`config.mk`:
```
export PLATFORM = sky130hd
export DESIGN_NAME = bsoc_cfg
export DESIGN_NICKNAME = d
export VERILOG_FILES = /design/src/design/baro_second_order_compensation_assert.svh /design/src/design/bsoc_pkg.sv /design/src/design/bsoc_cfg.sv
export SDC_FILE = /design/constraint.sdc
export NUM_CORES = 1
export LEC_CHECK = 0
export BUFFER_PORTS_ARGS = -buffer_cell sky130_fd_sc_hd__buf_2
export CAP_MARGIN = 15
export CELL_PAD_IN_SITES_DETAIL_PLACEMENT = 1
export CELL_PAD_IN_SITES_GLOBAL_PLACEMENT = 2
export CORE_MARGIN = 3
export CORE_UTILIZATION = 29
export DETAILED_ROUTE_END_ITERATION = 12
export PLACE_DENSITY_LB_ADDON = 0.1
export SYNTH_ARGS = -nofsm -noshare
export SYNTH_HDL_FRONTEND = slang
export SYNTH_SLANG_ARGS = --single-unit
```
`constraint.sdc`:
```
create_clock -name i_clk -period 1.5 [get_ports i_clk]
set_input_delay 0.15 -clock i_clk [delete_from_list [all_inputs] [get_ports i_clk]]
set_output_delay 0.15 -clock i_clk [all_outputs]
set_load 0.05 [all_outputs]
```
`src/design/baro_second_order_compensation_assert.svh`:
```
// Assertion helpers shared by the compensation block.
`ifndef BARO_SECOND_ORDER_COMPENSATION_ASSERT_SVH
`define BARO_SECOND_ORDER_COMPENSATION_ASSERT_SVH

// Same-cycle implication, checked outside reset.
`define BSOC_ASSERT_IMP(lbl, clk, rst_n, ante, cons) \
    lbl: assert property (@(posedge clk) disable iff (!rst_n) (ante) |-> (cons)) \
        else $error("bsoc: same-cycle check failed");

// Next-cycle implication, checked outside reset.
`define BSOC_ASSERT_NXT(lbl, clk, rst_n, ante, cons) \
    lbl: assert property (@(posedge clk) disable iff (!rst_n) (ante) |=> (cons)) \
        else $error("bsoc: next-cycle check failed");

`endif

```
`src/design/bsoc_pkg.sv`:
```
`default_nettype none
package bsoc_pkg;

    // Field widths
    localparam int RAW_W   = 24;
    localparam int CAL_W   = 16;
    localparam int PRES_W  = 17;
    localparam int TEMP_W  = 20;
    localparam int ADDR_W  = 5;
    localparam int DATA_W  = 32;

    // Internal datapath widths
    localparam int DT_W    = 25;
    localparam int OFF1_W  = 37;
    localparam int SENS1_W = 36;
    localparam int T2_W    = 18;
    localparam int OFF_W   = 40;
    localparam int SENS_W  = 40;

    // Temperature thresholds in hundredths of a degree
    localparam logic signed [TEMP_W-1:0] TEMP_REF = 20'sd2000;
    localparam logic signed [TEMP_W-1:0] TEMP_LOW = -20'sd1500;

    // Accepted pressure window and temperature output bounds
    localparam int P_MIN_PA     = 30000;
    localparam int P_MAX_PA     = 120000;
    localparam int TEMP_OUT_MIN = -260200;
    localparam int TEMP_OUT_MAX = 133100;

    // Calibration register indexes
    typedef enum logic [2:0] {
        REG_C1 = 3'd0,
        REG_C2 = 3'd1,
        REG_C3 = 3'd2,
        REG_C4 = 3'd3,
        REG_C5 = 3'd4,
        REG_C6 = 3'd5
    } t_reg_idx;

    typedef struct packed {
        logic [CAL_W-1:0] c1;
        logic [CAL_W-1:0] c2;
        logic [CAL_W-1:0] c3;
        logic [CAL_W-1:0] c4;
        logic [CAL_W-1:0] c5;
        logic [CAL_W-1:0] c6;
    } t_cal;

    // First-order results
    typedef struct packed {
        logic        [RAW_W-1:0]   d1;
        logic signed [TEMP_W-1:0]  temp1;
        logic signed [OFF1_W-1:0]  off1;
        logic signed [SENS1_W-1:0] sens1;
        logic        [T2_W-1:0]    t2;
    } t_fo;

    // Fully corrected terms
    typedef struct packed {
        logic        [RAW_W-1:0]  d1;
        logic signed [TEMP_W-1:0] temp;
        logic signed [OFF_W-1:0]  off;
        logic signed [SENS_W-1:0] sens;
    } t_so;

endpackage
`default_nettype wire

```
`src/design/bsoc_cfg.sv`:
```
`default_nettype none
module bsoc_cfg import bsoc_pkg::*; (
    input  wire logic              i_clk,
    input  wire logic              i_rst_n,
    input  wire logic              psel,
    input  wire logic              penable,
    input  wire logic              pwrite,
    input  wire logic [ADDR_W-1:0] paddr,
    input  wire logic [DATA_W-1:0] pwdata,
    output logic      [DATA_W-1:0] prdata,
    output logic                   pready,
    output t_cal                   o_cal
);

    t_cal     r_cal;
    t_reg_idx w_idx;
    logic     w_wr;

    assign w_idx  = t_reg_idx'(paddr[ADDR_W-1:2]);
    assign w_wr   = psel && penable && pwrite;
    assign pready = 1'b1;
    assign o_cal  = r_cal;

    // Write calibration words; drop writes beyond the register list
    always_ff @(posedge i_clk) begin
        if (!i_rst_n) begin
            r_cal <= '0;
        end else if (w_wr) begin
            unique case (w_idx)
                REG_C1:  r_cal.c1 <= pwdata[CAL_W-1:0];
                REG_C2:  r_cal.c2 <= pwdata[CAL_W-1:0];
                REG_C3:  r_cal.c3 <= pwdata[CAL_W-1:0];
                REG_C4:  r_cal.c4 <= pwdata[CAL_W-1:0];
                REG_C5:  r_cal.c5 <= pwdata[CAL_W-1:0];
                REG_C6:  r_cal.c6 <= pwdata[CAL_W-1:0];
                default: ;
            endcase
        end
    end

    // Read back
    always_comb begin
        unique case (w_idx)
            REG_C1:  prdata = {{(DATA_W-CAL_W){1'b0}}, r_cal.c1};
            REG_C2:  prdata = {{(DATA_W-CAL_W){1'b0}}, r_cal.c2};
            REG_C3:  prdata = {{(DATA_W-CAL_W){1'b0}}, r_cal.c3};
            REG_C4:  prdata = {{(DATA_W-CAL_W){1'b0}}, r_cal.c4};
            REG_C5:  prdata = {{(DATA_W-CAL_W){1'b0}}, r_cal.c5};
            REG_C6:  prdata = {{(DATA_W-CAL_W){1'b0}}, r_cal.c6};
            default: prdata = '0;
        endcase
    end

endmodule
`default_nettype wire

```
**Yosys cells after proc, flatten, opt, wreduce, memory -nomap -nowiden**

Index checks and enable logic that the tools add are counted.

- Register bits after elaboration: 96
- Logic and storage cells: 21

- Eq/ne operators: 5
- Muxes and demuxes: 1
- Reductions and logical operators: 9

Operators by type and width:

| operator | count |
|---|---|
| $pmux W16 S6 | 1 |
| $reduce_and A2 Y1 | 6 |
| $eq A3 B2 Y1 const B | 2 |
| $eq A3 B3 Y1 const B | 2 |
| $eq A3 B1 Y1 const B | 1 |
| $logic_not A3 Y1 | 1 |
| $logic_and A1 B1 Y1 | 2 |

**Logic depth before layout (Yosys ltp)**

Gate-level depths: netlist of the first run.

- Depth in word-level cells: 3
- Depth in mapped cells: 5

**Worst setup path before layout of the first run**

OpenSTA, ideal clock, no wires.

- Path type: register to output
- Start point: register r_cal (netlist bit o_cal[76])
- End point: output port prdata[12]
- Arrival time: 2.040 ns
- Required time: 1.350 ns
- Slack: -0.690 ns
- Cell stages (with the launch flop): 4
- Path through: dfxtp_1 mux2_2 a22oi_1 o21ai_0

- Cells in the longest elaborated chain, start to end: 1

Ends and longest elaborated chain:

| element | RTL line | RTL |
|---|---|---|
| from (decl) | bsoc_cfg.sv:15 | `t_cal r_cal;` |
| $pmux W16 S6 | bsoc_cfg.sv:43 | `unique case (w_idx)` |
| to (decl) | bsoc_cfg.sv:10 | `output logic [DATA_W-1:0] prdata,` |

Every way passes these cells.

**Final worst setup path of the first run**

- Start point: register r_cal (netlist bit o_cal[90])
- End point: output port prdata[10]

Same word-level chain as after synthesis.

==> reports/results.txt, run 1 <==
minimum clock period: 1.65 ns
crit-path max FO: 2
EDFF count, synth: 0
startpoint types: register
Avg Cell Area, Syn: 10.2 um2
H-tree lvl count: 3
Die Wd: 131 um
Post-DRT Antenna Nets: 0
setup_tns: -0.526 ns
Port Buffers: 135
DRT Wirelength: 14700 um
CP endpoint kind: output pin
# fillers: 1747
CTS Root Buffer Type: clkbuf_16
GP Congestion: 0.760
layout net count: 655
Max rail drop VDD: 0.459 mV
asr flop ratio synth: 0
fraction of the yosys area taken by sequential cells: 0.421
Sinks on Clock Net: 96
max-slew violations: 0
crit share post-route: 1.10
DP HPWL: 10500 um
I/O pins: 171
clk_skew: 0 ns
Syn-to-layout area delta: 42.2%
All-Layer GR Usage: 0.169
clk buf depth: 2
Vias/cell: 4.58
number of antenna diodes: 0
CP Data Required Time: 1.35 ns
1st-pass router iterations: 4
Int Power: 4.40 mW
Inst Count DP: 803
number of distinct library cells after synthesis: 25
Initial Util: 0.298
number of global-route vias before repair: 4057
share of cells above drive strength 1: 0.434
unrepaired setup endpoints after global routing: true
DRT iter0 DRCs: 165
Worst Hold Class: primary input to register
Flop pwr share: 0.437
Die Y: 131 um
combinational fraction of design power: 0.112
final cell count without fillers: 829
buffer and inverter count on the worst path: 2
clk slew on worst S/H paths: 0.07 ns
final setup fails: 7
die area: 0.0173 mm2
max-cap viol count: 0
failing checks: negative setup slack
max incr delay on CP: 0.32 ns
crit-path leading delay family: flip-flops
switching power: 1.50 mW
total vias in the final route: 3800
first-pass GRT wire length: 23200 um
Synth Warn #: 0
CP cell instances: mux2_2 > a221oi_2 > buf_4 > a21oi_4 > buf_6
post-route setup slack: -0.149 ns
Worst Path Arrival: 1.50 ns
clock share of power: 0.451
CTS tree: built
Net Sw Frac: 0.255
largest net degree at the start of global routing: 57
DRC Markers: 0
TritonCTS buffer count: 9
Final Hold Viols: 0
Netlist Area Pre-Place: 0.00456 mm2
area of the core: 0.0153 mm2
slowest library cell on the worst path: dfxtp_2
Pleak: 2.86 nW
FF+latch count, synth: 96
initial antenna violation count: 0
Rows: 45
status: complete, but fails checks
pwr/cell area: 910 mW/mm2
worst-skew pair later-pin latency: 0.34 ns
crit path kind: register to output pin
fmax: 0.606 GHz
total chip power: 5.91 mW
wire per inst: 17.7 um
total grt overflow: 0
Syn Inst Count: 446
max reg flops: 96
prevailing post-synth register cell: dfxtp_1
==> repair_timing <==
item / CTS / global route
hold buffers: 0 / 0
resized for setup: 47 / 14
setup endpoints to repair: 16 / 11
pin swaps: 4 / 4
setup buffers: 6 / 3
cloned: 1 / 0
==> cells in the mapped netlist (all sizes together), types with 2 or more instances <==
library cell | n | area share
o21ai | 13 | 0.014
mux2i | 123 | 0.27
mux2 | 14 | 0.035
nand2b | 2 | 0.0038
dfxtp | 96 | 0.42
nor2b | 2 | 0.0027
nand2 | 112 | 0.092
o22a | 9 | 0.017
conb | 2 | 0.0016
a221oi | 3 | 0.0058
a32oi | 4 | 0.0077
clkbuf | 13 | 0.011
a21oi | 3 | 0.0033
a22oi | 7 | 0.012
buf | 32 | 0.063
nor2 | 6 | 0.026
==> metrics by stage <==
stage / hold slack, ns / util / setup slack [ns] / area [um2]
finish: 0.198 / 0.424 / -0.149 / 6490
global route: 0.219 / 0.424 / -0.181 / 6490
CTS: 0.200 / 0.419 / -0.153 / 6420
detailed placement: 0.466 / 0.383 / -0.188 / 5860
global placement: 0.459 / 0.383 / -0.174 / 5860
floorplan: 0.398 / - / -0.0601 / 4730
==> worst register-to-register path, cell delays in order (launching register included) <==
cell and delay, ns:
dfxtp_2 0.32, buf_4 0.12, buf_4 0.12, nand2_1 0.05, mux2i_1 0.06
==> cell usage in the layout, fill, tap and decap left out <==
cell type,netlist,layout
buf_2,2,117
dfxtp_2,0,14
or2_4,1,2
buf_4,20,38
a221oi_2,0,3
mux2i_1,123,123
o21ai_4,0,3
nand2b_2,2,2
nor2b_1,2,2
a32oi_2,0,3
o21ai_2,0,10
buf_6,7,11
buf_12,1,18
dfxtp_1,96,82
a22oi_2,0,4
and2b_1,1,1
buf_8,2,1
clkinv_4,0,2
a22oi_1,7,3
clkinvlp_4,0,1
a21oi_4,0,3
clkbuf_16,0,9
clkinv_2,0,1
bufinv_16,0,3
clkinv_1,1,1
nand2_1,112,112
mux2_4,0,4
o22a_1,9,9
nand4b_4,1,1
mux2_2,14,10
nor2_8,6,6
nand4_4,1,1
a32oi_4,0,1
conb_1,2,17
==> routing by layer <==
layer,wire length [um],GRT usage,share of wire,up-vias
li1,-,-,-,1854
met1,6850,0.219,0.47,1850
met2,7210,0.292,0.49,85
met3,473,0.0268,0.032,11
met4,178,0.0473,0.012,0
met5,0,0,0,-
==> path summary, 6_finish.rpt <==
path                   start         end  slack, ns  depth (start not counted)
hold reg to reg    o_cal[77]   o_cal[77]       0.47                          2
hold / removal    pwdata[12]   o_cal[60]       0.20                          3
setup reg to reg   o_cal[49]   o_cal[49]       0.72                          4
setup / recovery   o_cal[90]  prdata[10]      -0.15                          5
==> layout make-up <==
| cell class | instances | area [um2] | share of cell area |
|---|---|---|---|
| clock inverters | 7 | 120 | 0.0185 |
| inverters | 1 | 3.75 | 0.000578 |
| multi-input cells | 320 | 2570 | 0.395 |
| repair buffers | 185 | 1370 | 0.211 |
| well taps | 211 | 264 | 0.0407 |
| clock buffers | 9 | 225 | 0.0347 |
| flip-flops and latches | 96 | 1940 | 0.299 |
==> power groups by stage <==
stage          clock (mW)  combinational (mW)  sequential (mW)
2_1_floorplan           0               0.396             2.70
3_3_place_gp            0               0.628             2.64
3_5_place_dp            0               0.635             2.64
4_1_cts              2.72               0.663             2.58
5_1_grt              2.86               0.702             2.58
6_report             2.66               0.661             2.58
==> logic make-up (layout without fill, tap and decap cells) <==
logic type,after synthesis,in the layout,synth area share
simple gates,126,127,0.138
flops,96,96,0.421
compound gates,39,39,0.0598
other cells,2,17,0.00165
buf+inv,46,202,0.0748
mux,137,137,0.304
Note: power is estimated with default switching activity, not from simulation.
==> run 2: changes to the inputs <==
CTS_CLUSTER_SIZE = 10   (was default)
RECOVER_POWER = 50   (was default)
==> reports/results.txt, run 2 (same netlist as run 1, synthesis figures left out) <==
DRT iter0 DRCs: 134 (-19%)
GR Util met2: 0.292 (unchanged)
final setup fails: 18 (+11)
CTS Root Buffer Type: clkbuf_16
DRT Wirelength: 14800 um (+0.47%)
max reg flops: 96 (unchanged)
CP Data Required Time: 1.35 ns (about the same)
I/O pins: 171 (unchanged)
Die Y: 131 um (unchanged)
slowest library cell on the worst path: dfxtp_2
Slew @ Worst Pin: 0.646 ns
CP endpoint kind: output pin
# hold bufs at CTS: 0 (unchanged)
global route hottest layer: met2
clk slew on worst S/H paths: 0.07 ns (about the same)
1st-pass router iterations: 4 (unchanged)
layout net count: 655 (unchanged)
number of global-route vias before repair: 4057 (unchanged)
startpoint types: register
most common cell after layout, fill and taps aside: mux2i_1
pre-CTS setup slack: -0.188 ns (unchanged)
# fillers: 1782 (+2.0%)
Port Buffers: 135 (unchanged)
unrepaired setup endpoints after global routing: true
max incr delay on CP: 0.32 ns (about the same)
number of antenna diodes: 0 (unchanged)
DP HPWL: 10500 um (unchanged)
Initial Util: 0.298 (unchanged)
post-route setup slack: -0.146 ns (+0.00287 ns)
H-tree lvl count: 3 (unchanged)
most frequent cells in the layout: mux2i_1, buf_2, nand2_1, dfxtp_1, buf_4
fin area: 0.00619 mm2 (-4.6%)
largest net degree at the start of global routing: 57 (unchanged)
Worst Hold Class: primary input to register
CP cell instances: mux2_2 > a221oi_2 > buf_4 > a21oi_4 > buf_6
Die Wd: 131 um (unchanged)
Sinks on Clock Net: 96 (unchanged)
Syn-to-layout area delta: 35.7%
Rows: 45 (unchanged)
worst-skew pair later-pin latency: 0.34 ns (about the same)
clk_skew: 0 ns (unchanged)
wire per inst: 17.8 um (+0.47%)
clk buf depth: 2 (unchanged)
Worst Path Arrival: 1.50 ns (about the same)
Placed Area: 0.00586 mm2 (unchanged)
DRC Markers: 0 (unchanged)
crit-path max FO: 2 (unchanged)
GP Congestion: 0.760 (unchanged)
All-Layer GR Usage: 0.169 (unchanged)
crit share post-route: 1.10 (-0.00191)
failing checks: negative setup slack
die area: 0.0173 mm2 (unchanged)
area of the core: 0.0153 mm2 (unchanged)
status: complete, but fails checks
Final Hold Viols: 0 (unchanged)
total vias in the final route: 3776 (-0.63%)
CTS tree: built
pwr/cell area: 947 mW/mm2 (+4.1%)
fmax: 0.608 GHz (+0.17%)
minimum clock period: 1.65 ns (-0.00287 ns)
total grt overflow: 0 (unchanged)
crit path kind: register to output pin
Vias/cell: 4.55 (-0.63%)
first-pass GRT wire length: 23200 um (unchanged)
max-cap viol count: 0 (unchanged)
GR met1 Demand/Resource: 0.219 (unchanged)
max-slew violations: 0 (unchanged)
met3 GRT Util: 0.0268 (unchanged)
TritonCTS buffer count: 9 (unchanged)
initial antenna violation count: 0 (unchanged)
share of cells above drive strength 1: 0.414 (-0.0194)
worst rel slew slack: 0.569
Max rail drop VDD: 0.457 mV (-0.34%)
Post-DRT Antenna Nets: 0 (unchanged)
Pleak: 2.66 nW (-6.8%)
[run 2: cell types whose count changed in the layout (fill, tap and decap cells not counted)]
cell / before / now
buf_12: 18 / 4
buf_2: 117 / 113
buf_4: 38 / 36
clkbuf_1: 0 / 7
clkbuf_2: 0 / 9
clkbuf_4: 0 / 4
nor2_1: 0 / 5
nor2_8: 6 / 1
[run 2: critical path: cells and delay by family, from the launching register on]
| family | cells | cell delay, ns |
|---|---|---|
| AO/OA/AOI/OAI | 2 | 0.25 |
| multiplexers | 1 | 0.27 |
| buffers and inverters | 2 | 0.31 |
| flip-flops | 1 | 0.32 |
[run 2: per-stage QoR]
step | hold slack (ns) | utilization | setup TNS [ns] | total power, mW | cells
floorplan | 0.398 | - | -0.0601 | 3.10 | 461
global placement | 0.459 | 0.383 | -1.42 | 3.27 | 803
detailed placement | 0.466 | 0.383 | -1.71 | 3.28 | 803
CTS | 0.200 | 0.419 | -0.689 | 5.97 | 826
global route | 0.219 | 0.404 | -2.79 | 6.10 | 829
finish | 0.196 | 0.404 | -1.02 | 5.87 | 829
[run 2: cell type report]
cell class / instances / area [um2] / share of cell area
Inverter: 1 / 3.75 / 0.000606
Sequential cell: 96 / 1940 / 0.313
Multi-Input combinational cell: 320 / 2480 / 0.401
Tap cell: 211 / 264 / 0.0426
Clock buffer: 9 / 225 / 0.0364
Timing Repair Buffer: 185 / 1160 / 0.187
Clock inverter: 7 / 120 / 0.0194
[run 2: path summary, 6_finish.rpt]
check	start	endpoint	slack, ns	cells past startpoint
min reg2reg	o_cal[77]	o_cal[77]	0.47	2
max reg2reg	o_cal[49]	o_cal[49]	0.71	4
max	o_cal[90]	prdata[10]	-0.15	5
min	pwdata[5]	o_cal[53]	0.20	3
[run 2: what timing repair did]
item | CTS | global route
endpoints found under the setup margin | 16 | 11
cloned | 1 | 0
pin swaps | 4 | 4
buffers inserted | 6 | 3
resized for setup | 47 | 14
[run 2: power breakdown]
group | switching [mW] | leakage [nW] | internal (mW)
registers | 0.0159 | 0.781 | 2.57
clock network | 1.03 | 0.166 | 1.63
logic | 0.443 | 1.72 | 0.180
[run 2: per-layer routing]
layer / wire length, um / part of all wire
met3: 469 / 0.032
met4: 178 / 0.012
met2: 7190 / 0.49
met5: 0 / 0
met1: 6950 / 0.47
